--- config.mk ---
export PLATFORM = sky130hd
export DESIGN_NAME = packet_tic_window_receiver
export DESIGN_NICKNAME = d
export VERILOG_FILES = /design/src/design/ptwr_pkg.sv /design/src/design/ptwr_front.sv /design/src/design/ptwr_queue.sv /design/src/design/ptwr_back.sv /design/src/design/packet_tic_window_receiver.sv
export SDC_FILE = /design/constraint.sdc
export NUM_CORES = 2
export LEC_CHECK = 0
export ABC_AREA = 1
export ABC_CLOCK_PERIOD_IN_PS = 4650
export BUFFER_PORTS_ARGS = -buffer_cell sky130_fd_sc_hd__buf_4
export CAP_MARGIN = 20
export CORE_MARGIN = 3
export CORE_UTILIZATION = 40
export DETAILED_ROUTE_END_ITERATION = 8
export GPL_TIMING_DRIVEN = 1
export PLACE_DENSITY = 0.53
export SETUP_SLACK_MARGIN = 0.2
export SYNTH_ARGS = -nofsm -noshare
export SYNTH_HDL_FRONTEND = slang
export SYNTH_SLANG_ARGS = --single-unit
--- constraint.sdc ---
create_clock -name clk_i -period 4.65 [get_ports clk_i]
set_input_delay 0.93 -clock clk_i [delete_from_list [all_inputs] [get_ports clk_i]]
set_output_delay 0.93 -clock clk_i [all_outputs]
set_load 0.05 [all_outputs]
--- src/design/ptwr_pkg.sv ---
// ----------------------------------------------------------------------------
// ptwr_pkg
// Shared types and constants for the packet tic window receiver.
// ----------------------------------------------------------------------------
`default_nettype none

package ptwr_pkg;

  localparam int TIC_W  = 31;
  localparam int WIDE_W = 33;  // widened tics may fall below 0 or above 2^31-1

  typedef logic [TIC_W-1:0]         tic_t;
  typedef logic signed [WIDE_W-1:0] wide_t;

  // configuration register indexes
  localparam logic REG_ACTIVE_NODES = 1'b0;
  localparam logic REG_RESEND_HOLD  = 1'b1;

  localparam logic [3:0] RESEND_HOLD_RST = 4'd10;

  typedef enum logic [2:0] {
    V_SETUP     = 3'd0,
    V_EXIT      = 3'd1,
    V_EXIT_IGN  = 3'd2,
    V_KILL      = 3'd3,
    V_DUPLICATE = 3'd4,
    V_STALE     = 3'd5,
    V_GAP       = 3'd6,
    V_ACCEPT    = 3'd7
  } verdict_e;

  typedef enum logic [1:0] {
    KIND_IGNORE = 2'd0,
    KIND_EXIT   = 2'd1,
    KIND_KILL   = 2'd2,
    KIND_DATA   = 2'd3
  } pkt_kind_e;

  // classified packet passed from front to back
  typedef struct packed {
    pkt_kind_e   kind;
    logic        node_ok;
    logic [2:0]  node;
    logic [1:0]  player;
    logic        retx;
    wide_t       rstart;
    wide_t       rend;
    tic_t        retx_tic;
  } item_t;

endpackage

`default_nettype wire

--- src/design/ptwr_front.sv ---
// ----------------------------------------------------------------------------
// ptwr_front
// Accepts packet headers, widens the tic bytes and classifies the packet.
// ----------------------------------------------------------------------------
`default_nettype none

module ptwr_front #(
  parameter int NODES        = 8,
  parameter int WIDEN_WINDOW = 64
) (
  input  wire logic           start_i,
  input  wire logic           full_i,
  input  wire logic           is_setup_i,
  input  wire logic           is_exit_i,
  input  wire logic           is_retransmit_i,
  input  wire logic           is_kill_i,
  input  wire logic [2:0]     sender_node_i,
  input  wire logic [1:0]     sender_player_i,
  input  wire logic [7:0]     start_low_i,
  input  wire logic [7:0]     command_count_i,
  input  wire logic [7:0]     retransmit_low_i,
  input  wire logic [30:0]    local_tic_i,
  output logic                busy_o,
  output logic                push_o,
  output ptwr_pkg::item_t     item_o
);
  import ptwr_pkg::*;

  localparam logic signed [9:0] WIN = 10'(WIDEN_WINDOW);

  // tic with low byte lo beside local_tic; moved by 256 when the low bytes differ by over WIDEN_WINDOW
  function automatic wide_t widen(input logic [7:0] lo, input tic_t local_tic);
    wide_t             base;
    wide_t             near;
    logic signed [9:0] delta;
    base  = {2'b00, local_tic[30:8], 8'h00};
    near  = base + wide_t'({25'd0, lo});
    delta = $signed({2'b00, lo}) - $signed({2'b00, local_tic[7:0]});
    if (delta > WIN) begin
      widen = near - wide_t'(256);
    end else if (delta < -WIN) begin
      widen = near + wide_t'(256);
    end else begin
      widen = near;
    end
  endfunction

  wide_t rstart;
  wide_t rretx;

  always_comb begin
    rstart = widen(start_low_i, local_tic_i);
    rretx  = widen(retransmit_low_i, local_tic_i);

    if (is_setup_i) begin
      item_o.kind = KIND_IGNORE;
    end else if (is_exit_i) begin
      item_o.kind = KIND_EXIT;
    end else if (is_kill_i) begin
      item_o.kind = KIND_KILL;
    end else begin
      item_o.kind = KIND_DATA;
    end
    item_o.node_ok  = 32'(sender_node_i) < NODES;
    item_o.node     = sender_node_i;
    item_o.player   = sender_player_i;
    item_o.retx     = is_retransmit_i;
    item_o.rstart   = rstart;
    item_o.rend     = rstart + wide_t'({25'd0, command_count_i});
    item_o.retx_tic = rretx[TIC_W-1:0];
  end

  assign busy_o = full_i;
  assign push_o = start_i && !full_i;

endmodule

`default_nettype wire

--- src/design/ptwr_queue.sv ---
// ----------------------------------------------------------------------------
// ptwr_queue
// Two-entry queue between the classifying front and the executing back.
// ----------------------------------------------------------------------------
`default_nettype none

module ptwr_queue (
  input  wire logic             clk_i,
  input  wire logic             rst_ni,
  input  wire logic             push_i,
  input  wire ptwr_pkg::item_t  item_i,
  input  wire logic             pop_i,
  output logic                  full_o,
  output logic                  empty_o,
  output ptwr_pkg::item_t       head_o
);
  import ptwr_pkg::*;

  item_t       mem_q [2];
  logic        wr_ptr_q, wr_ptr_d;
  logic        rd_ptr_q, rd_ptr_d;
  logic [1:0]  count_q, count_d;

  assign full_o  = count_q == 2'd2;
  assign empty_o = count_q == 2'd0;
  assign head_o  = mem_q[rd_ptr_q];

  always_comb begin
    wr_ptr_d = wr_ptr_q ^ push_i;
    rd_ptr_d = rd_ptr_q ^ pop_i;
    count_d  = count_q + 2'(push_i) - 2'(pop_i);
  end

  always_ff @(posedge clk_i or negedge rst_ni) begin
    if (!rst_ni) begin
      wr_ptr_q <= 1'b0;
      rd_ptr_q <= 1'b0;
      count_q  <= 2'd0;
    end else begin
      wr_ptr_q <= wr_ptr_d;
      rd_ptr_q <= rd_ptr_d;
      count_q  <= count_d;
    end
  end

  always_ff @(posedge clk_i) begin
    if (push_i) begin
      mem_q[wr_ptr_q] <= item_i;
    end
  end

  a_no_overflow: assert property (@(posedge clk_i) disable iff (!rst_ni)
    push_i |-> !full_o || pop_i)
    else $error("queue overflow");

  a_no_underflow: assert property (@(posedge clk_i) disable iff (!rst_ni)
    pop_i |-> !empty_o)
    else $error("queue underflow");

  a_count_range: assert property (@(posedge clk_i) disable iff (!rst_ni)
    count_q != 2'd3)
    else $error("queue count out of range");

endmodule

`default_nettype wire

--- src/design/ptwr_back.sv ---
// ----------------------------------------------------------------------------
// ptwr_back
// Per-node tic table: read-modify-write of one node per transaction and
// registered result; a same-cycle configuration write drops the table update.
// ----------------------------------------------------------------------------
`default_nettype none

module ptwr_back #(
  parameter int NODES   = 8,
  parameter int PLAYERS = 4
) (
  input  wire logic             clk_i,
  input  wire logic             rst_ni,
  input  wire logic             cfg_we_i,
  input  wire logic             cfg_idx_i,
  input  wire logic [3:0]       cfg_wdata_i,
  input  wire logic             empty_i,
  input  wire ptwr_pkg::item_t  head_i,
  output logic                  pop_o,
  output logic                  result_valid_o,
  output logic [2:0]            verdict_o,
  output logic                  player_left_o,
  output logic [7:0]            skip_commands_o,
  output logic [7:0]            take_commands_o,
  output logic [30:0]           first_store_tic_o,
  output logic [30:0]           new_expected_tic_o,
  output logic                  resend_armed_o,
  output logic [30:0]           resend_from_tic_o,
  output logic                  need_resend_o
);
  import ptwr_pkg::*;

  localparam int NW = (NODES > 1) ? $clog2(NODES) : 1;
  localparam int PW = (PLAYERS > 1) ? $clog2(PLAYERS) : 1;

  tic_t        exp_q    [NODES];
  logic        gone_q   [NODES];
  logic        miss_q   [NODES];
  tic_t        rsnd_q   [NODES];
  logic [3:0]  hold_q   [NODES];
  logic [2:0]  nop_q    [PLAYERS];
  logic [3:0]  resend_hold_q;

  logic [NW-1:0] idx;
  logic [PW-1:0] pidx;
  logic          player_ok;
  wide_t         exp_s;

  tic_t        exp_d;
  logic        gone_d;
  logic        miss_d;
  tic_t        rsnd_d;
  logic [3:0]  hold_d;
  logic        nop_we;

  verdict_e    verdict;
  logic        left;
  logic [7:0]  skip;
  logic [7:0]  take;
  tic_t        first;
  logic        armed;

  assign pop_o = !empty_i;

  always_comb begin
    idx       = NW'(head_i.node);
    pidx      = PW'(head_i.player);
    player_ok = 32'(head_i.player) < PLAYERS;
    exp_s     = wide_t'({2'b00, exp_q[idx]});

    exp_d   = exp_q[idx];
    gone_d  = gone_q[idx];
    miss_d  = miss_q[idx];
    rsnd_d  = rsnd_q[idx];
    hold_d  = hold_q[idx];
    nop_we  = 1'b0;
    verdict = V_SETUP;
    left    = 1'b0;
    skip    = 8'd0;
    take    = 8'd0;
    first   = '0;
    armed   = 1'b0;

    if (head_i.node_ok) begin
      case (head_i.kind)
        KIND_IGNORE: verdict = V_SETUP;
        KIND_EXIT: begin
          if (gone_q[idx]) begin
            verdict = V_EXIT_IGN;
          end else begin
            gone_d  = 1'b1;
            left    = 1'b1;
            verdict = V_EXIT;
          end
        end
        KIND_KILL: verdict = V_KILL;
        KIND_DATA: begin
          nop_we = player_ok;
          if (hold_q[idx] == 4'd0 && head_i.retx) begin
            rsnd_d = head_i.retx_tic;
            hold_d = resend_hold_q;
            armed  = 1'b1;
          end else if (hold_q[idx] != 4'd0) begin
            hold_d = hold_q[idx] - 4'd1;
          end

          if (head_i.rend == exp_s) begin
            verdict = V_DUPLICATE;
          end else if (head_i.rend < exp_s) begin
            verdict = V_STALE;
          end else if (head_i.rstart > exp_s) begin
            miss_d  = 1'b1;
            verdict = V_GAP;
          end else begin
            miss_d  = 1'b0;
            verdict = V_ACCEPT;
            skip    = 8'(exp_s - head_i.rstart);
            take    = 8'(head_i.rend - exp_s);
            first   = exp_q[idx];
            exp_d   = head_i.rend[TIC_W-1:0];
          end
        end
        default: verdict = V_SETUP;
      endcase
    end
  end

  // node table; a write of active_nodes rebuilds the out-of-game flags
  always_ff @(posedge clk_i or negedge rst_ni) begin
    if (!rst_ni) begin
      for (int i = 0; i < NODES; i++) begin
        exp_q[i]  <= '0;
        gone_q[i] <= (i >= 1);
        miss_q[i] <= 1'b0;
        rsnd_q[i] <= '0;
        hold_q[i] <= 4'd0;
      end
      for (int i = 0; i < PLAYERS; i++) begin
        nop_q[i] <= 3'd0;
      end
      resend_hold_q <= RESEND_HOLD_RST;
    end else begin
      if (cfg_we_i) begin
        case (cfg_idx_i)
          REG_ACTIVE_NODES: begin
            for (int i = 0; i < NODES; i++) begin
              gone_q[i] <= 32'(i) >= 32'(cfg_wdata_i);
            end
          end
          REG_RESEND_HOLD: resend_hold_q <= cfg_wdata_i;
          default: ;
        endcase
      end else if (pop_o && head_i.node_ok) begin
        exp_q[idx]  <= exp_d;
        gone_q[idx] <= gone_d;
        miss_q[idx] <= miss_d;
        rsnd_q[idx] <= rsnd_d;
        hold_q[idx] <= hold_d;
        if (nop_we) begin
          nop_q[pidx] <= head_i.node;
        end
      end
    end
  end

  always_ff @(posedge clk_i or negedge rst_ni) begin
    if (!rst_ni) begin
      result_valid_o <= 1'b0;
    end else begin
      result_valid_o <= pop_o;
    end
  end

  always_ff @(posedge clk_i) begin
    if (pop_o) begin
      verdict_o          <= verdict;
      player_left_o      <= left;
      skip_commands_o    <= skip;
      take_commands_o    <= take;
      first_store_tic_o  <= first;
      resend_armed_o     <= armed;
      new_expected_tic_o <= head_i.node_ok ? exp_d : '0;
      resend_from_tic_o  <= head_i.node_ok ? rsnd_d : '0;
      need_resend_o      <= head_i.node_ok && miss_d;
    end
  end

  a_counts_only_on_accept: assert property (@(posedge clk_i) disable iff (!rst_ni)
    result_valid_o && verdict_o != V_ACCEPT |-> skip_commands_o == 8'd0 &&
      take_commands_o == 8'd0)
    else $error("command counts on a non-accepted transaction");

  a_player_map: assert property (@(posedge clk_i) disable iff (!rst_ni)
    pop_o && !cfg_we_i && head_i.node_ok && head_i.kind == KIND_DATA && player_ok
      |=> nop_q[$past(pidx)] == $past(head_i.node))
    else $error("player to node map not updated");

  a_armed_needs_retx: assert property (@(posedge clk_i) disable iff (!rst_ni)
    pop_o && armed |-> head_i.retx && hold_q[idx] == 4'd0)
    else $error("resend armed while held off");

endmodule

`default_nettype wire

--- src/design/packet_tic_window_receiver.sv ---
// ----------------------------------------------------------------------------
// packet_tic_window_receiver
// The result strobe is registered after the header passes through the queue.
// Throughput: one header per cycle unless busy_o; the back end retires one
// queued header per cycle by a single read-modify-write of the per-node table.
// Reset: table cleared, only node 0 in game, resend hold 10, queue empty.
// ----------------------------------------------------------------------------
`default_nettype none

module packet_tic_window_receiver #(
  parameter int NODES        = 8,
  parameter int PLAYERS      = 4,
  parameter int WIDEN_WINDOW = 64
) (
  input  wire logic         clk_i,
  input  wire logic         rst_ni,
  input  wire logic         cfg_we_i,
  input  wire logic         cfg_idx_i,
  input  wire logic [3:0]   cfg_wdata_i,
  input  wire logic         start_i,
  output logic              busy_o,
  input  wire logic         is_setup_i,
  input  wire logic         is_exit_i,
  input  wire logic         is_retransmit_i,
  input  wire logic         is_kill_i,
  input  wire logic [2:0]   sender_node_i,
  input  wire logic [1:0]   sender_player_i,
  input  wire logic [7:0]   start_low_i,
  input  wire logic [7:0]   command_count_i,
  input  wire logic [7:0]   retransmit_low_i,
  input  wire logic [30:0]  local_tic_i,
  output logic              result_valid_o,
  output logic [2:0]        verdict_o,
  output logic              player_left_o,
  output logic [7:0]        skip_commands_o,
  output logic [7:0]        take_commands_o,
  output logic [30:0]       first_store_tic_o,
  output logic [30:0]       new_expected_tic_o,
  output logic              resend_armed_o,
  output logic [30:0]       resend_from_tic_o,
  output logic              need_resend_o
);
  import ptwr_pkg::*;

  item_t  front_item;
  item_t  head;
  logic   push;
  logic   pop;
  logic   full;
  logic   empty;

  ptwr_front #(
    .NODES        (NODES),
    .WIDEN_WINDOW (WIDEN_WINDOW)
  ) u_front (
    .start_i          (start_i),
    .full_i           (full),
    .is_setup_i       (is_setup_i),
    .is_exit_i        (is_exit_i),
    .is_retransmit_i  (is_retransmit_i),
    .is_kill_i        (is_kill_i),
    .sender_node_i    (sender_node_i),
    .sender_player_i  (sender_player_i),
    .start_low_i      (start_low_i),
    .command_count_i  (command_count_i),
    .retransmit_low_i (retransmit_low_i),
    .local_tic_i      (local_tic_i),
    .busy_o           (busy_o),
    .push_o           (push),
    .item_o           (front_item)
  );

  ptwr_queue u_queue (
    .clk_i   (clk_i),
    .rst_ni  (rst_ni),
    .push_i  (push),
    .item_i  (front_item),
    .pop_i   (pop),
    .full_o  (full),
    .empty_o (empty),
    .head_o  (head)
  );

  ptwr_back #(
    .NODES   (NODES),
    .PLAYERS (PLAYERS)
  ) u_back (
    .clk_i              (clk_i),
    .rst_ni             (rst_ni),
    .cfg_we_i           (cfg_we_i),
    .cfg_idx_i          (cfg_idx_i),
    .cfg_wdata_i        (cfg_wdata_i),
    .empty_i            (empty),
    .head_i             (head),
    .pop_o              (pop),
    .result_valid_o     (result_valid_o),
    .verdict_o          (verdict_o),
    .player_left_o      (player_left_o),
    .skip_commands_o    (skip_commands_o),
    .take_commands_o    (take_commands_o),
    .first_store_tic_o  (first_store_tic_o),
    .new_expected_tic_o (new_expected_tic_o),
    .resend_armed_o     (resend_armed_o),
    .resend_from_tic_o  (resend_from_tic_o),
    .need_resend_o      (need_resend_o)
  );

  a_fixed_latency: assert property (@(posedge clk_i) disable iff (!rst_ni)
    start_i && !busy_o |-> ##2 result_valid_o)
    else $error("result missing two cycles after start transaction");

  a_no_spurious_result: assert property (@(posedge clk_i) disable iff (!rst_ni)
    result_valid_o |-> $past(pop))
    else $error("result strobe without queued transaction");

endmodule

`default_nettype wire
# After elaboration in Yosys (flattened, before gate mapping)
# Memory sizes are Yosys's and may differ from the RTL's.
# Index checks and enable logic that the tools add are counted.
[classes] addsub=14 reduce_logical=18 n_eq_ne=6 n_bitwise=6 muxes=64 magnitude_cmp=16
[op_table] operator="bitwise mux 248 bit" count=2
[op_table] operator="two-way mux 31 bit" count=15
[op_table] operator="binary-select mux 31 bit (select 3 bit)" count=2
[op_table] operator="demux 31 bit (select 3 bit)" count=1
[op_table] operator="two-way mux 33 bit" count=2
[op_table] operator="adder 33 x 10 -> 33 bit (second input constant)" count=1
[op_table] operator="adder 33 x 9 -> 33 bit" count=1
[op_table] operator="equality test 33 x 32 -> 1 bit" count=1
[op_table] operator="> comparator 33 x 32 -> 1 bit" count=1
[op_table] operator="less-than comparator 33 x 32 -> 1 bit" count=1
[op_table] operator="subtractor 33 x 10 -> 33 bit (second input constant)" count=1
[op_table] operator="adder 31 x 8 -> 32 bit" count=1
[op_table] operator="bitwise mux 32 bit" count=1
[op_table] operator="adder 31 x 10 -> 31 bit (second input constant)" count=1
[op_table] operator="adder 31 x 8 -> 31 bit" count=1
[op_table] operator="subtractor 31 x 10 -> 31 bit (second input constant)" count=1
[op_table] operator="two-way mux 4 bit" count=7
[op_table] operator="two-way mux 8 bit" count=3
[op_table] operator="> comparator 10 x 8 -> 1 bit (second input constant)" count=2
[op_table] operator="less-than comparator 10 x 7 -> 1 bit (second input constant)" count=2
[op_table] operator="two-way mux 1 bit" count=18
[op_table] operator="subtractor 8 x 8 -> 9 bit" count=2
[op_table] operator="bitwise mux 8 bit" count=2
[op_table] operator=">= comparator 3 x 4 -> 1 bit (first input constant)" count=4
[op_table] operator="other kinds (32)" count=51
[word_totals] input_bits=73 n_memories=1 mem_bits_rw=210 ff_bits=668
[mem_list] memory="u_queue.mem_q" depth=2 word_bits=105 read_ports=1 rd_ports_with_merged_regs=0 write_ports=1 line_no="ptwr_queue.sv:19" rtl="item_t mem_q [2];"

# Depth between registers and ports, before layout
# An unclocked memory read counts as a cell.
[depth] ltp_word=12 depth_mapped=29 depth_no_buf=26

# Modules after synthesis
# A second synthesis with hierarchy kept.
[hier_totals] cells_unflattened=4711 area_unflattened_um2=42814.8
[modules_own_cells] module="ptwr_back" cells_each=3252 n_inst=1 area_per_inst_um2=30189.0
[modules_own_cells] module="ptwr_queue" cells_each=577 n_inst=1 area_per_inst_um2=8075.2
[modules_own_cells] module="ptwr_front" cells_each=882 n_inst=1 area_per_inst_um2=4550.6

# Least setup slack after synthesis
# OpenSTA, ideal clock, no wires.
[synth_path] path_kind="input to register" start="input port start_i" end="memory u_queue.mem_q[1][0] (netlist name) (enable)" required_time_ns=4.176 cell_stages=3 path_slack_ns=0.622 arrival_time_ns=3.554 setup_ns=0.474 n_path_buf=0 cell_sequence="inv_1 > nor2_1 > ha_1"
[synth_between] elab_chain_len=3
[synth_rtl] element="start: declaration" line_no="packet_tic_window_receiver.sv:20" rtl="input wire logic start_i,"
[synth_rtl] element="logical AND 1 bit" line_no="ptwr_front.sv:74" rtl="assign push_o = start_i && !full_i;"
[synth_rtl] element="two-way mux 1 bit" line_no="ptwr_queue.sv:47" rtl="if (push_i) begin"
[synth_rtl] element="two-way mux 1 bit (implied by the code)" line_no="ptwr_queue.sv:48" rtl="mem_q[wr_ptr_q] <= item_i;"
[synth_rtl] element="end: declaration" line_no="ptwr_queue.sv:19"
# Every way passes these cells.

# Final worst setup path
[layout_path] start="register u_queue.rd_ptr_q" end="register u_back.new_expected_tic_o[30], data pin"
[layout_between] elab_chain_len=11 word_cells_on_any_way=14 classes_between="2 x order compare; 2 x eq/ne; 8 x mux; 1 x bitwise; 1 x memory"
[layout_rtl] element="start: declaration" line_no="ptwr_queue.sv:21" rtl="logic rd_ptr_q, rd_ptr_d;"
[layout_rtl] element="start signal: assignment" line_no="ptwr_queue.sv:41" rtl="rd_ptr_q <= rd_ptr_d;"
[layout_rtl] element="memory (2 x 105 bit) (*)"
[layout_rtl] element="inverter 3 -> 4 bit (implied by the code)" line_no="ptwr_back.sv:69, ptwr_back.sv:71"
[layout_rtl] element="binary-select mux 31 bit (select 3 bit)" line_no="ptwr_back.sv:69, ptwr_back.sv:71"
[layout_rtl] element="two-way mux 31 bit (implied by the code) (2 in a row)" line_no="ptwr_back.sv:69, ptwr_back.sv:71"
[layout_rtl] element="> comparator 33 x 32 -> 1 bit" line_no="ptwr_back.sv:111" rtl="end else if (head_i.rstart > exp_s) begin"
[layout_rtl] element="two-way mux 31 bit" line_no="ptwr_back.sv:111"
[layout_rtl] element="two-way mux 31 bit" line_no="ptwr_back.sv:109" rtl="end else if (head_i.rend < exp_s) begin"
[layout_rtl] element="two-way mux 31 bit" line_no="ptwr_back.sv:107" rtl="if (head_i.rend == exp_s) begin"
[layout_rtl] element="two-way mux 31 bit" line_no="ptwr_back.sv:85" rtl="case (head_i.kind)"
[layout_rtl] element="two-way mux 31 bit (*)" line_no="ptwr_back.sv:84" rtl="if (head_i.node_ok) begin"
[layout_rtl] element="net u_back.exp_d[30]" line_no="ptwr_back.sv:49" rtl="tic_t exp_d;"
[layout_rtl] element="end signal: assignment" line_no="ptwr_back.sv:182" rtl="new_expected_tic_o <= head_i.node_ok ? exp_d : '0;"
[layout_rtl] element="end: declaration" line_no="ptwr_back.sv:26" rtl="output logic [30:0] new_expected_tic_o,"
# The timed path passes the listed nets; every way through them passes the cells marked *. The select of a mux whose other input is x is not followed.
# A chain may end at the register's enable or synchronous reset.

==> metrics.txt <==
outcome=finished clean; RSZ-0062 raised after global routing=true; asr flop ratio synth=63.3%; synth unique cells=slightly below 60; Worst path slowest cell=dfrtp_4; # nets final=~5500; Ys Warns=0; Max Fclk=approximately 0.23 GHz; Post-DP HPWL=101 mm; endpoint kind of the worst setup timing path=register; Placer Congestion=slightly above 0.9; R2R setup slack=roughly 0.27 ns; Hold Path Class=in -> async; initial antenna violation count=2; Max Slew Vio Count=0; Post-route DRC=0; gr ovfl total=0; row count=120; PortBufs=between 150 and 200; worst vdd ir=0.345 mV; dpl cells=around 6600; Yosys top cell by area=dfrtp_1; WL/cell=approximately 23 um; Core ar.=roughly 110000 um^2; H-tree depth=3; Post-synth top flop=dfrtp_1; worst skew pair latency=0.69 ns; cell repeated most along the worst path=buf_4; CTS tree=done; CP delay by family, top=buffers and inverters; I/O pins=190; CTS clk-pin slew, worst paths=about 0.06 ns; hold slack=roughly 0.32 ns; FF-to-FF Start=u_queue.rd_ptr_q; Max transition margin=29.1%; Logic pwr share=a little under half; Switching Share=42.1%; vias in the first global route=roughly 36000; Root Driver=clkbuf_16; Inserted Diodes=0; post-cts hold buffer count=0; Post-Syn Area=~44000 um^2; maximum fanout along the worst path=10; clock sinks=slightly below 900; Final Instance Count excl. Fillers=approximately 6800; data required time at the worst endpoint=just over 5 ns; PwrDens=roughly 660 nW/um^2; gr usage total=around 27%; Syn Nets=a little over 5000; layout cells sized above 1=19.7%; DP Worst Slack=-0.0837 ns; final setup skew=around 0.038 ns; total power=around 36 mW; final wirelength=156 mm; final worst-path cycle share=94.1%; CP Class=reg -> reg; Final ANT Viol Nets=0; Static Leakage=25.8 nW; clock network power share=a little over a fifth; Syn-to-layout area delta=22.9%; largest net degree at the start of global routing=around 100; r2r worst-path depth=26; # setup viols final=0; Final min period=approximately 4.4 ns; Worst Max-Slew Pin Slew=roughly 1.1 ns; Worst Path Arrival=between 4 and 5 ns; initial drt markers=just over 4000; Startpoint Class=register; sequential share of power=between 30% and 40%; Final Hold Viols=0; Cells after Synth=4857; DIE WIDTH=336 um; first-pass GRT wire length=approximately 230 mm; Initial Util=between 40% and 50%; Via density=5.49; Yosys reg bits=874; final setup margin=around 0.27 ns; top-area cell type share of the netlist area=31.3%; CTS Buf Count=a little under 100; TritonRoute pass-1 iters=5; Vias=roughly 38000; Post-synth EDFFs=~320; clock tree buffer depth=3; Psw=15.0 mW; Setup TNS=0 ns; top cells by area, synth=dfrtp_1 (31%), edfxtp_1 (22%), nand2_1 (14%); slowest stage delay, CP=around 0.55 ns; die height=around 340 um; register area share after synthesis=53.9%; Int Power=a little over 20 mW; Buf/Inv on CP=21; DIE AREA=113000 um^2; r2r endpoint=u_back.new_expected_tic_o[30]; total of max-cap violations=0; average size of a mapped cell=8.97 um^2
[timing repair]
item	in CTS	in global routing
resized for setup	43	115
buffers inserted	51	39
gates cloned	0	1
hold endpoints to repair	0	0
setup endpoints to repair	336	343
pin swaps	10	41
[power by group through the flow]
stage | registers [mW] | clock network [mW] | logic, mW
global route | 11.6 | 8.30 | 17.6
CTS | 11.3 | 7.97 | 15.5
floorplan | 12.3 | 0 | 7.81
finish | 11.4 | 7.82 | 16.4
detailed placement | 11.4 | 0 | 15.1
global placement | 11.4 | 0 | 15.0
[logic make-up after synthesis]
family	synth area share, %
adders and majority gates	3.04
and+or+nand+nor	28.4
DFF	53.9
buffers and inverters	4.99
xor gates and xnor gates	1.33
muxes	0.784
AOI/OAI and AO/OA	7.56
[cells in the mapped netlist (31+ instances only)]
master	instances
nor2_1	201
xor2_1	55
ha_1	98
a21oi_1	60
nand2_2	60
edfxtp_1	321
o21ai_0	108
buf_2	32
inv_1	298
a221oi_1	34
o21a_1	32
clkbuf_1	153
nand4_1	88
mux2i_1	33
nand2_1	1609
and2_1	31
dfrtp_1	544
nand3_1	630
a22oi_1	176
buf_1	38
[layer usage]
layer | wire (um) | vias up | part of all wire (%) | GRT usage (%)
li1 | - | 17300 | - | -
met1 | 70300 | 18400 | 45 | 39.6
met2 | 68200 | 1545 | 44 | 41.3
met3 | 11700 | 295 | 7.5 | 4.06
met4 | 5850 | 0 | 3.8 | 10.1
met5 | 0 | - | 0 | 0
[cell usage in the layout, fill, tap and decap left out, types with 16 or more instances in the layout]
master / synthesis / layout
nand4_1: 88 / 88
edfxtp_1: 321 / 321
nand2_4: 29 / 37
or2_2: 27 / 27
a22oi_1: 176 / 164
clkinv_2: 0 / 32
nand2_1: 1609 / 1595
nand2_2: 60 / 66
nand3_4: 30 / 36
clkinv_1: 2 / 17
buf_4: 6 / 560
nand3_1: 630 / 623
a221oi_1: 34 / 25
buf_12: 0 / 45
clkbuf_16: 0 / 100
nor2_1: 201 / 190
xor2_1: 55 / 55
and2_1: 31 / 31
ha_1: 98 / 89
dfrtp_1: 544 / 543
inv_1: 298 / 262
o21a_1: 32 / 31
mux2i_1: 33 / 33
clkbuf_1: 153 / 16
o21ai_0: 108 / 103
inv_2: 13 / 28
a21oi_1: 60 / 57
a22o_1: 27 / 27
[worst max path at each step]
stage                     start                            end  slack, ns  depth (start not counted)
6_report       u_queue.rd_ptr_q  u_back.new_expected_tic_o[30]       0.27                         26
5_1_grt        u_queue.rd_ptr_q  u_back.new_expected_tic_o[28]       0.15                         26
4_1_cts        u_queue.rd_ptr_q  u_back.new_expected_tic_o[24]       0.20                         24
3_5_place_dp   u_queue.rd_ptr_q               u_back.exp_q[31]      -0.08                         26
3_3_place_gp   u_queue.rd_ptr_q              u_back.exp_q[167]      -0.10                         28
2_1_floorplan           start_i            u_queue.mem_q[1][0]       0.62                          3
[layout make-up]
class	instances	area, um^2
Fill cell	10100	54000
Sequential cell	874	23500
Multi-Input combinational cell	3434	18400
Timing Repair Buffer	626	5370
Clock buffer	128	2720
Tap cell	1403	1760
Inverter	313	1230
Clock inverter	57	524
[sequential cells by signal (all words and copies together) (netlist names)]
signal / flops
u_back.resend_armed_o: 1
u_back.gone_q: 8
u_back.take_commands_o: 8
u_back.player_left_o: 1
u_back.skip_commands_o: 8
u_back.resend_hold_q: 4
u_back.first_store_tic_o: 31
u_back.result_valid_o: 1
u_back.need_resend_o: 1
u_queue.rd_ptr_q: 1
u_back.exp_q: 248
u_back.resend_from_tic_o: 31
u_back.miss_q: 8
u_queue.wr_ptr_q: 1
u_back.new_expected_tic_o: 31
u_back.hold_q: 32
u_back.verdict_o: 3
u_queue.mem_q: 206
u_back.rsnd_q: 248
u_queue.count_q: 2
[metrics by stage]
step                cell area [um^2]  utilization (%)
floorplan                      43600                -
global route                   53500             49.8
finish                         53500             49.8
detailed placement             48900             45.5
global placement               48900             45.5
CTS                            52700             49.0
(Power assumes the default switching activity.)
